## src/sv/pawt_pkg.sv

```systemverilog
package pawt_pkg;

    // Field widths of the sequence number and the acknowledgement bitfield.
    localparam int SEQ_W      = 16;
    localparam int MASK_W     = 32;
    localparam int MASK_IDX_W = $clog2(MASK_W);

    // Fixed sequence values.
    localparam logic [SEQ_W-1:0] ACK_RESET  = 16'hFFFF;
    localparam logic [SEQ_W-1:0] SEQ_MAX    = 16'hFFFF;
    localparam logic [SEQ_W-1:0] HALF_RANGE = 16'h8000;

    // One slot of the sequence table: a valid flag and the stored sequence.
    typedef struct packed {
        logic             valid;
        logic [SEQ_W-1:0] tag;
    } t_entry;

    localparam int ENTRY_W = $bits(t_entry);

    // Sequencer states of the tracker.
    typedef enum logic [2:0] {
        S_CLEAR,
        S_IDLE,
        S_DIV,
        S_RD,
        S_EVAL,
        S_WALK,
        S_OUT
    } t_state;

endpackage

```

## src/sv/pawt_ram.sv

```systemverilog
module pawt_ram #(
    parameter int WIDTH = 17,
    parameter int DEPTH = 256
) (
    input  logic                     i_clk,
    input  logic                     i_wr_en,
    input  logic [$clog2(DEPTH)-1:0] i_wr_addr,
    input  logic [WIDTH-1:0]         i_wr_data,
    input  logic                     i_rd_en,
    input  logic [$clog2(DEPTH)-1:0] i_rd_addr,
    output logic [WIDTH-1:0]         o_rd_data
);

    logic [WIDTH-1:0] r_mem [DEPTH];
    logic [WIDTH-1:0] r_rd_data;

    // Single write port.
    always_ff @(posedge i_clk) begin
        if (i_wr_en) begin
            r_mem[i_wr_addr] <= i_wr_data;
        end
    end

    // Registered read port.
    always_ff @(posedge i_clk) begin
        if (i_rd_en) begin
            r_rd_data <= r_mem[i_rd_addr];
        end
    end

    assign o_rd_data = r_rd_data;

endmodule

```

## src/sv/packet_ack_window_tracker.sv

```systemverilog
// Channel  | Valid        | Stall        | Payload
// ---------+--------------+--------------+-----------------------------------------------
// input    | i_in_valid   | o_in_stall   | i_seq_number
// output   | o_out_valid  | i_out_stall  | o_accepted, o_is_newer, o_ack_seq, o_ack_mask
//
// One packet is handled at a time. Every packet passes through S_DIV, S_RD and S_EVAL.
// A rejected packet then goes to S_OUT; an accepted one first passes S_WALK, where for a
// newer packet the single write port of the sequence table clears one skipped slot per
// cycle, at most SEQ_TABLE_DEPTH of them, before the new tag is written.
// After reset the table is cleared in S_CLEAR while o_in_stall is high.
// A new packet may be taken while a result waits in the output register; the sequencer
// then holds its next result until that transfer completes.
module packet_ack_window_tracker #(
    parameter int SEQ_TABLE_DEPTH = 256
) (
    input  logic                        i_clk,
    input  logic                        i_rst_n,
    input  logic                        i_in_valid,
    output logic                        o_in_stall,
    input  logic [pawt_pkg::SEQ_W-1:0]  i_seq_number,
    output logic                        o_out_valid,
    input  logic                        i_out_stall,
    output logic                        o_accepted,
    output logic                        o_is_newer,
    output logic [pawt_pkg::SEQ_W-1:0]  o_ack_seq,
    output logic [pawt_pkg::MASK_W-1:0] o_ack_mask
);

    import pawt_pkg::*;

    // Slot index arithmetic: slot = seq mod depth, by a reciprocal multiply.
    localparam int SLOT_W  = $clog2(SEQ_TABLE_DEPTH);
    localparam int CNT_W   = $clog2(SEQ_TABLE_DEPTH + 1);
    localparam int RECIP_W = 33 - SLOT_W;
    localparam int PROD_W  = SEQ_W + RECIP_W;
    localparam longint unsigned RECIP_L =
        ((64'd1 << 32) + longint'(SEQ_TABLE_DEPTH) - 1) / longint'(SEQ_TABLE_DEPTH);
    localparam logic [RECIP_W-1:0] RECIP        = RECIP_W'(RECIP_L);
    localparam logic [SEQ_W-1:0]   DEPTH_SEQ    = SEQ_W'(SEQ_TABLE_DEPTH);
    localparam logic [SLOT_W-1:0]  LAST_SLOT    = SLOT_W'(SEQ_TABLE_DEPTH - 1);
    localparam logic [SLOT_W-1:0]  ACK_SLOT_RST = SLOT_W'(65535 % SEQ_TABLE_DEPTH);
    localparam logic [CNT_W-1:0]   DEPTH_CNT    = CNT_W'(SEQ_TABLE_DEPTH);
    localparam logic [SEQ_W-1:0]   MASK_SPAN    = SEQ_W'(MASK_W);

    // Control and tracking state.
    t_state              r_state, n_state;
    logic [CNT_W-1:0]    r_cnt, n_cnt;
    logic [SLOT_W-1:0]   r_wslot, n_wslot;
    logic [SEQ_W-1:0]    r_wseq, n_wseq;
    logic [SEQ_W-1:0]    r_ack, n_ack;
    logic [MASK_W-1:0]   r_mask, n_mask;
    logic [SLOT_W-1:0]   r_ack_slot, n_ack_slot;
    logic                r_out_valid, n_out_valid;

    // Per-packet working registers.
    logic [SEQ_W-1:0]    r_seq;
    logic [PROD_W-1:0]   r_prod;
    logic [SEQ_W-1:0]    r_qd;
    logic [SLOT_W-1:0]   r_slot;
    logic                r_acc, n_acc;
    logic                r_new, n_new;

    // Output register.
    logic                r_out_acc;
    logic                r_out_new;
    logic [SEQ_W-1:0]    r_out_ack;
    logic [MASK_W-1:0]   r_out_mask;

    // Table port signals.
    logic                w_wr_en;
    logic [SLOT_W-1:0]   w_wr_addr;
    t_entry              w_wr_entry;
    logic                w_rd_en;
    logic [ENTRY_W-1:0]  w_rd_data;
    t_entry              w_rd_entry;

    // Combinational helpers.
    logic [SEQ_W-1:0]    w_qd;
    logic [SLOT_W-1:0]   w_slot_calc;
    logic [SLOT_W-1:0]   w_wslot_next;
    logic [SLOT_W-1:0]   w_ack_slot_next;
    logic [SEQ_W-1:0]    w_dist;
    logic [SEQ_W-1:0]    w_skipped;
    logic [SEQ_W-1:0]    w_back_m1;
    logic [MASK_W-1:0]   w_shift_in;
    logic [MASK_W-1:0]   w_mask_newer;
    logic                w_dup;
    logic                w_accept;
    logic                w_newer;
    logic                w_full;
    logic                w_out_free;
    logic                w_take_in;
    logic                w_load_out;

    pawt_ram #(
        .WIDTH (ENTRY_W),
        .DEPTH (SEQ_TABLE_DEPTH)
    ) u_tags (
        .i_clk     (i_clk),
        .i_wr_en   (w_wr_en),
        .i_wr_addr (w_wr_addr),
        .i_wr_data (w_wr_entry),
        .i_rd_en   (w_rd_en),
        .i_rd_addr (w_slot_calc),
        .o_rd_data (w_rd_data)
    );

    assign w_rd_entry = t_entry'(w_rd_data);

    // Quotient times depth, then the remainder gives the slot of the packet.
    assign w_qd        = SEQ_W'(r_prod[PROD_W-1:32]) * DEPTH_SEQ;
    assign w_slot_calc = SLOT_W'(r_seq - r_qd);

    // Successor slots: the slot sequence restarts at zero after the last slot or when the sequence wraps.
    assign w_wslot_next    = (r_wseq == SEQ_MAX || r_wslot == LAST_SLOT)
                             ? '0 : r_wslot + 1'b1;
    assign w_ack_slot_next = (r_ack == SEQ_MAX || r_ack_slot == LAST_SLOT)
                             ? '0 : r_ack_slot + 1'b1;

    // Classification of the packet against the table entry and the ack.
    assign w_dist    = r_seq - r_ack;
    assign w_skipped = w_dist - 1'b1;
    assign w_back_m1 = ~w_dist;
    assign w_dup     = w_rd_entry.valid && (w_rd_entry.tag == r_seq);
    assign w_accept  = !w_dup && (w_dist != '0);
    assign w_newer   = (w_dist < HALF_RANGE) || (w_dist == HALF_RANGE && r_seq < r_ack);
    assign w_full    = (w_skipped >= DEPTH_SEQ);

    // Bitfield after an advance: the old ack enters as bit 0, then the gap shifts in.
    assign w_shift_in   = {r_mask[MASK_W-2:0], 1'b1};
    assign w_mask_newer = (w_skipped >= MASK_SPAN)
                          ? '0 : w_shift_in << w_skipped[MASK_IDX_W-1:0];

    assign w_out_free = !r_out_valid || !i_out_stall;
    assign w_take_in  = (r_state == S_IDLE) && i_in_valid;
    assign w_load_out = (r_state == S_OUT) && w_out_free;

    // Sequencer: next state, table accesses and tracking state updates.
    always_comb begin
        n_state     = r_state;
        n_cnt       = r_cnt;
        n_wslot     = r_wslot;
        n_wseq      = r_wseq;
        n_ack       = r_ack;
        n_mask      = r_mask;
        n_ack_slot  = r_ack_slot;
        n_acc       = r_acc;
        n_new       = r_new;
        w_wr_en     = 1'b0;
        w_wr_addr   = r_wslot;
        w_wr_entry  = '0;
        w_rd_en     = 1'b0;
        n_out_valid = r_out_valid && i_out_stall;

        unique case (r_state)
            S_CLEAR: begin
                w_wr_en = 1'b1;
                n_cnt   = r_cnt - 1'b1;
                n_wslot = w_wslot_next;
                n_wseq  = r_wseq + 1'b1;
                if (r_cnt == CNT_W'(1)) begin
                    n_state = S_IDLE;
                end
            end
            S_IDLE: begin
                if (i_in_valid) begin
                    n_state = S_DIV;
                end
            end
            S_DIV: begin
                n_state = S_RD;
            end
            S_RD: begin
                w_rd_en = 1'b1;
                n_state = S_EVAL;
            end
            S_EVAL: begin
                n_acc = w_accept;
                n_new = w_accept && w_newer;
                n_cnt = '0;
                if (w_accept && w_newer) begin
                    // Advance the ack and set up the walk over the skipped slots.
                    n_cnt      = w_full ? DEPTH_CNT : CNT_W'(w_skipped);
                    n_wseq     = w_full ? '0 : r_ack + 1'b1;
                    n_wslot    = w_full ? '0 : w_ack_slot_next;
                    n_ack      = r_seq;
                    n_ack_slot = r_slot;
                    n_mask     = w_mask_newer;
                end else if (w_accept && w_back_m1 < MASK_SPAN) begin
                    n_mask = r_mask | (MASK_W'(1) << w_back_m1[MASK_IDX_W-1:0]);
                end
                n_state = w_accept ? S_WALK : S_OUT;
            end
            S_WALK: begin
                w_wr_en = 1'b1;
                if (r_cnt != '0) begin
                    n_cnt   = r_cnt - 1'b1;
                    n_wslot = w_wslot_next;
                    n_wseq  = r_wseq + 1'b1;
                end else begin
                    // The packet's own tag goes in last, so it always survives.
                    w_wr_addr        = r_slot;
                    w_wr_entry.valid = 1'b1;
                    w_wr_entry.tag   = r_seq;
                    n_state          = S_OUT;
                end
            end
            S_OUT: begin
                if (w_out_free) begin
                    n_out_valid = 1'b1;
                    n_state     = S_IDLE;
                end
            end
            default: begin
                n_state = S_IDLE;
            end
        endcase
    end

    // Control registers.
    always_ff @(posedge i_clk) begin
        if (!i_rst_n) begin
            r_state     <= S_CLEAR;
            r_cnt       <= DEPTH_CNT;
            r_wslot     <= '0;
            r_wseq      <= '0;
            r_ack       <= ACK_RESET;
            r_mask      <= '0;
            r_ack_slot  <= ACK_SLOT_RST;
            r_out_valid <= 1'b0;
        end else begin
            r_state     <= n_state;
            r_cnt       <= n_cnt;
            r_wslot     <= n_wslot;
            r_wseq      <= n_wseq;
            r_ack       <= n_ack;
            r_mask      <= n_mask;
            r_ack_slot  <= n_ack_slot;
            r_out_valid <= n_out_valid;
        end
    end

    // Working registers of the packet in flight.
    always_ff @(posedge i_clk) begin
        if (w_take_in) begin
            r_seq  <= i_seq_number;
            r_prod <= PROD_W'(i_seq_number) * PROD_W'(RECIP);
        end
        if (r_state == S_DIV) begin
            r_qd <= w_qd;
        end
        if (r_state == S_RD) begin
            r_slot <= w_slot_calc;
        end
        r_acc <= n_acc;
        r_new <= n_new;
    end

    // Result register towards the output channel.
    always_ff @(posedge i_clk) begin
        if (w_load_out) begin
            r_out_acc  <= r_acc;
            r_out_new  <= r_new;
            r_out_ack  <= r_ack;
            r_out_mask <= r_mask;
        end
    end

    assign o_in_stall  = (r_state != S_IDLE);
    assign o_out_valid = r_out_valid;
    assign o_accepted  = r_out_acc;
    assign o_is_newer  = r_out_new;
    assign o_ack_seq   = r_out_ack;
    assign o_ack_mask  = r_out_mask;

endmodule

```

## config.mk

```make
export PLATFORM = sky130hd
export DESIGN_NAME = packet_ack_window_tracker
export DESIGN_NICKNAME = d
export VERILOG_FILES = /design/src/sv/pawt_pkg.sv /design/src/sv/pawt_ram.sv /design/src/sv/packet_ack_window_tracker.sv
export SDC_FILE = /design/constraint.sdc
export NUM_CORES = 2
export LEC_CHECK = 0
export BUFFER_PORTS_ARGS = -buffer_cell sky130_fd_sc_hd__buf_2
export CAP_MARGIN = 40
export CORE_AREA = 4 4 549 551
export DETAILED_ROUTE_END_ITERATION = 10
export DIE_AREA = 0 0 553 555
export PLACE_DENSITY = 0.72
export SYNTH_ARGS = -nofsm -noshare
export SYNTH_HDL_FRONTEND = slang
export SYNTH_MEMORY_MAX_BITS = 65536
export SYNTH_SLANG_ARGS = --single-unit
```

## constraint.sdc

```tcl
create_clock -name i_clk -period 13.3 [get_ports i_clk]
set_clock_uncertainty 0.05 [all_clocks]
set_input_delay 1.995 -clock i_clk [delete_from_list [all_inputs] [get_ports i_clk]]
set_output_delay 1.995 -clock i_clk [all_outputs]
set_load 0.005 [all_outputs]
```

# Word-level counts from Yosys, hierarchy flattened
# Memory sizes are Yosys's and may differ from the RTL's. A register that Yosys moved wholly into a read port is not among the register bits.
# Cells that the tools add are included.
[word_totals]
regBits = 169
ramBits = 4352
out_inout_bits = 52
elab_cells = 113
mem_count = 1
[classes]
n_addsub = 8
n_lt_le_gt_ge = 5
n_eq_ne = 20
shift = 2
n_mux = 33
bitwise = 2
reduce_logical = 26
[mem_list]
columns = ["name", "words", "width", "read_ports", "rd_ports_with_merged_regs", "write_ports", "line", "source"]
rows = [
  ["u_tags.r_mem", 256, 17, 1, 1, 1, "pawt_ram.sv:14", "logic [WIDTH-1:0] r_mem [DEPTH];"],
]
[op_table]
columns = ["operator", "count"]
rows = [
  ["32-bit two-way mux", 3],
  ["8-bit two-way mux", 7],
  ["16-bit == test (second input constant)", 3],
  ["16-bit two-way mux", 3],
  ["16-bit case mux with 3 select lines", 1],
  ["17-bit two-way mux", 2],
  ["16-bit by 1-bit adder with 16-bit output (second input constant)", 2],
  ["32-bit bitwise OR", 1],
  ["1-bit by 5-bit left shift with 32-bit output (first input constant)", 1],
  ["32-bit by 5-bit left shift with 32-bit output", 1],
  ["9-bit two-way mux", 3],
  ["9-bit case mux with 3 select lines", 1],
  ["8-bit case mux with 3 select lines", 1],
  ["3-bit case mux with 7 select lines", 1],
  ["8-bit by 1-bit adder with 8-bit output (second input constant)", 2],
  ["16-bit == test", 1],
  ["8-bit == test (second input constant)", 2],
  ["16-bit by 6-bit greater-or-equal comparator with 1-bit output (second input constant)", 1],
  ["16-bit by 9-bit greater-or-equal comparator with 1-bit output (second input constant)", 1],
  ["16-bit < comparator", 1],
  ["16-bit < comparator (second input constant)", 1],
  ["16-bit by 6-bit < comparator with 1-bit output (second input constant)", 1],
  ["16-bit inverter", 1],
  ["16-bit nonzero test", 1],
  ["24 further kinds", 54],
]

# Logic depth before layout (Yosys ltp)
[logic_depth]
word_depth = 7
depth_mapped = 21
mapped_depth_nobuf = 15

# By module
# From an unflattened synthesis, not the netlist that was laid out.
[unflattened]
hier_cells = 9011
hier_area_um2 = 180610.7
[by_module_without_submodules]
columns = ["module", "n_inst", "cells_per_inst", "area_per_inst_um2", "seq_area_each_um2"]
rows = [
  ["pawt_ram", 1, 7797, 169874.2, 131195.8],
  ["packet_ack_window_tracker", 1, 1214, 10736.5, 4144.0],
]

# Least setup slack after synthesis
# OpenSTA, ideal clock, no wires.
[synth_timing]
path_kind = "register to register"
startpoint = "register r_cnt[4]"
endpoint = "memory u_tags.r_mem[0][7] (data pin)"
t_arrival_ns = 9.169
t_required_ns = 12.384
path_slack_ns = 3.214
path_stages_with_launch = 8
path_buffers = 2
cell_sequence = "dfxtp_1 -> or4_1 -> nor3_1 -> nand3_1 -> inv_2 -> clkbuf_1 -> clkbuf_1 -> and2_1"
[synth_via]
elab_chain_len = 3
[synth_lines]
columns = ["element", "line", "source"]
rows = [
  ["start, declared", "packet_ack_window_tracker.sv:47", "logic [CNT_W-1:0] r_cnt, n_cnt;"],
  ["start signal, assigned", "packet_ack_window_tracker.sv:233", "r_cnt <= n_cnt;"],
  ["9-bit nonzero test", "packet_ack_window_tracker.sv:196", "if (r_cnt != '0) begin"],
  ["17-bit two-way mux", "packet_ack_window_tracker.sv:196", ""],
  ["17-bit two-way mux", "packet_ack_window_tracker.sv:155", "unique case (r_state)"],
  ["via u_tags.i_wr_data[7]", "pawt_ram.sv:8", "input logic [WIDTH-1:0] i_wr_data,"],
  ["end, declared", "pawt_ram.sv:14", ""],
]
# The timed path passes the listed nets, and every way through them passes these cells.

==> impl_summary.txt <==
----------------------------------------------------
[Placed design]
  Port Buffer Count ... 71
  RePlAce Congestion ... 0.876
  Cell Count Post-Placement ... 11800
  Detailed Place HPWL ... 260 mm

[Drt]
  DRC violations left ... 0
  Final antenna-violating net count ... 0
  1st-pass router iterations ... 9
  Via count ... 87000
  Final wirelength ... 447 mm
  Routed wirelength normalized by instance count ... 35.5 um
  Iter 0 DRT Violations ... 12800
  Number of vias per cell after detailed routing ... 6.91

[Logic synthesis]
  Number of enable flip-flop cells after synthesis ... 4445
  Commonest cells in the synthesized netlist ... sky130_fd_sc_hd__edfxtp_1, sky130_fd_sc_hd__mux4_2, sky130_fd_sc_hd__nor2_1
  Sequential element share of the synthesized area ... 76.4%
  Mapped Cells ... 7707
  Fraction of post-synthesis cell area in the top cell type by area ... 75.3%
  Count of state elements after synthesis ... 4538
  Synth Area per Inst ... 23.0 um^2
  Main area contributors after synthesis ... sky130_fd_sc_hd__edfxtp_1, sky130_fd_sc_hd__mux4_2, sky130_fd_sc_hd__dfxtp_1
  Distinct cell type count after synthesis ... 91
  Fraction of synthesis flops using an asynchronous set or reset pin ... 0%
  Most frequently used flop master after synthesis ... sky130_fd_sc_hd__edfxtp_1
  Cell taking the most area after synthesis ... sky130_fd_sc_hd__edfxtp_1
  Net Count, Synth ... 7755
  Most instantiated library cell after synthesis ... sky130_fd_sc_hd__edfxtp_1
  Ys Warns ... 0
  Total standard cell area after synthesis ... 0.177 mm^2

[Worst setup path]
  Terminus of the critical flop-to-flop path ... u_tags.o_rd_data[9]$_DFFE_PP_
  Data arrival time at the worst-slack endpoint ... 6950 ps
  Crit Path Max Fanout ... 122
  Element type at the critical path end ... flip-flop
  Register-to-register path setup slack ... 6970 ps
  WS Path Type ... reg2reg
  Required time at the endpoint of the critical path ... 13920 ps
  Startpoint of the worst-slack reg-to-reg timing path ... r_prod[24]$_DFFE_PP_
  Startpoint kind of the worst setup timing path ... flip-flop
  Cell count of the worst reg-to-reg path ... 8

[Floorplanning]
  Row Count ... 200
  Area of the core region ... 0.296 mm^2
  DIE WIDTH ... 553 um
  Floorplan die area ... 0.307 mm^2
  Die extent in y ... 555 um
  Initial core utilization ... 59.8%
  Io pins ... 72

[Worst hold path]
  Hold Startpoint ... r_new$_DFFE_PP_
  Hold/Removal Path Class ... reg2reg
  Number of cells on the worst hold path ... 0
  Destination of the worst hold path ... o_is_newer$_DFFE_PP_

[STA]
  Maximum clock rate ... 158 MHz
  Post-route clock period utilization ... 47.6%
  Count of final max-slew check failures ... 0
  Worst-margin pin slew ... 1240 ps
  Summed negative setup slack over all endpoints ... 0 ps
  Max-Slew Margin vs Limit ... 17.3%
  RSZ-0062 raised after global routing ... no
  Number of failing hold endpoints at the final stage ... 0
  Final setup fails ... 0
  Final critical path time including I/O delays and setup ... 6330 ps

[Power]
  Pwr per Cell Area ... 147 mW/mm^2
  VDD IR-drop max ... 0.120 mV
  Static leakage power ... 63.0 nW

[Clock network]
  Total of cells resized after clock tree synthesis ... 0
  CTS Root Cell ... sky130_fd_sc_hd__clkbuf_16
  Inserted Clock Buffers ... 442
  Clock latency at the later pin of the worst-skew pair ... 980 ps
  Buffers from clock root to sink, at most ... 4
  Clock slew at the register clock pins of the worst setup and hold paths ... 70 ps
  CTS HTree Levels ... 5
  Clock tree from TritonCTS ... done
  Post-CTS Hold Buffers ... 0
  Total clock sinks ... 4538
  Number of buffers inserted by post-CTS setup repair ... 0

[Final layout]
  Share of layout cells above drive strength 1 ... 31.4%
  Area Growth Syn to Fin ... 12.5%
  Number of inserted filler cells in the final layout ... 17800
  Total Nets Final ... 8312
  Final Instance Count excl. Fillers ... 12600
  Core utilization of the finished layout ... 67.3%

[Global routing]
  Maximum number of pins on one net before global-route repair ... 257
  Global router's overall resource usage ... 29.2%
  Global-route wire length before repair ... 642 mm
  Antenna violations before repair ... 32
  Via count of the first global-routing pass ... 86200
  Global route total overflow ... 0

[Flow run]
  Max-cap check violation count ... 0

[Outcome]
  Status ... finished, final reports clean

----------------------------------------------------
==> metrics by stage <==
stage	hold slack (ps)	instance area (um^2)	setup slack, ps	power (W)
finish	370	199000	6970	0.0293
global route	388	199000	6510	0.0301
CTS	373	199000	6810	0.0294
detailed placement	357	185000	6870	0.0175
global placement	355	184000	6330	0.0175
floorplan	350	177000	3210	0.0169
==> cell type report <==
| class | instances | area [um^2] | area share, % |
|---|---|---|---|
| diodes | 16 | 40.0 | 0.0201 |
| repair buffers | 550 | 4900 | 2.46 |
| clock inverters | 257 | 2300 | 1.15 |
| well taps | 3939 | 4930 | 2.47 |
| inverters | 34 | 135 | 0.0678 |
| multi-input cells | 2698 | 40200 | 20.2 |
| clock buffers | 554 | 11600 | 5.81 |
| flip-flops and latches | 4538 | 135000 | 67.9 |
==> sequential cells by signal, indices dropped and copies added (netlist names), 3 cells and up <==
| register | cells |
|---|---|
| o_ack_mask | 32 |
| r_state | 3 |
| r_prod | 16 |
| r_ack | 16 |
| r_wseq | 16 |
| u_tags.o_rd_data | 17 |
| r_wslot | 8 |
| r_cnt | 9 |
| r_mask | 32 |
| o_ack_seq | 16 |
| u_tags.r_mem | 4352 |
| r_ack_slot | 8 |
| r_slot | 8 |
==> power breakdown <==
part           switching [W]  internal (W)  leakage, nW
registers          0.0000619        0.0156         41.5
clock network        0.00527       0.00675         6.78
logic               0.000963      0.000618         14.7
==> per-layer routing <==
metal  share of wire (%)  track usage [%]
met4                 3.9             9.93
met5               0.018                0
met2                  48             45.5
met1                  37             41.9
met3                  11             6.44
==> cells by family (layout without fill, tap and decap cells) <==
family,after synthesis,count (layout),share of synthesized area [%]
adder cells (fa/ha/maj),28,28,0.202
buffers and inverters,471,1395,1.02
XOR/XNOR,64,64,0.321
AND/OR/NAND/NOR,734,734,1.86
flip-flops,4538,4538,76.4
other,0,16,0
multiplexers,1498,1498,18.8
AO/OA/AOI/OAI,374,374,1.40
==> how the worst max path moves through the flow <==
stage | from | end | slack (ps)
floorplan | r_cnt[4]$_SDFFE_PN0P_ | u_tags.r_mem[0][7]$_DFFE_PP_ | 3210
global placement | r_prod[24]$_DFFE_PP_ | u_tags.o_rd_data[1]$_DFFE_PP_ | 6330
detailed placement | r_prod[24]$_DFFE_PP_ | u_tags.o_rd_data[9]$_DFFE_PP_ | 6870
CTS | r_prod[24]$_DFFE_PP_ | u_tags.o_rd_data[9]$_DFFE_PP_ | 6810
global route | r_prod[24]$_DFFE_PP_ | u_tags.o_rd_data[9]$_DFFE_PP_ | 6510
finish | r_prod[24]$_DFFE_PP_ | u_tags.o_rd_data[9]$_DFFE_PP_ | 6970
==> critical path, stage by stage (launching register included) <==
cell	delay (ps)
sky130_fd_sc_hd__edfxtp_1	410
sky130_fd_sc_hd__buf_4	590
sky130_fd_sc_hd__buf_4	690
sky130_fd_sc_hd__buf_12	710
sky130_fd_sc_hd__buf_12	780
sky130_fd_sc_hd__mux4_2	670
sky130_fd_sc_hd__mux4_2	660
sky130_fd_sc_hd__mux4_2	680
sky130_fd_sc_hd__mux4_2	520
==> cells in the final DEF, fill, tap and decap left out, types with 16 or more instances in the layout <==
cell type	netlist	layout
sky130_fd_sc_hd__nor3_1	26	26
sky130_fd_sc_hd__buf_16	0	32
sky130_fd_sc_hd__nor2_1	348	335
sky130_fd_sc_hd__nand2_1	157	157
sky130_fd_sc_hd__xnor2_1	38	35
sky130_fd_sc_hd__ha_1	27	26
sky130_fd_sc_hd__clkinv_1	1	96
sky130_fd_sc_hd__mux4_2	1469	1469
sky130_fd_sc_hd__a21oi_1	87	87
sky130_fd_sc_hd__clkbuf_1	291	107
sky130_fd_sc_hd__buf_2	14	72
sky130_fd_sc_hd__o21ai_1	32	38
sky130_fd_sc_hd__o21ai_0	87	81
sky130_fd_sc_hd__xor2_1	25	25
sky130_fd_sc_hd__bufinv_16	0	29
sky130_fd_sc_hd__buf_4	1	420
sky130_fd_sc_hd__clkinv_2	0	91
sky130_fd_sc_hd__nand3_1	67	67
sky130_fd_sc_hd__dfxtp_1	93	93
sky130_fd_sc_hd__inv_1	32	32
sky130_fd_sc_hd__diode_2	0	16
sky130_fd_sc_hd__clkbuf_16	0	447
sky130_fd_sc_hd__mux2i_1	27	27
sky130_fd_sc_hd__buf_12	0	24
sky130_fd_sc_hd__edfxtp_1	4445	4445
sky130_fd_sc_hd__o211ai_1	21	21
Note: power is estimated with default switching activity, not from simulation.
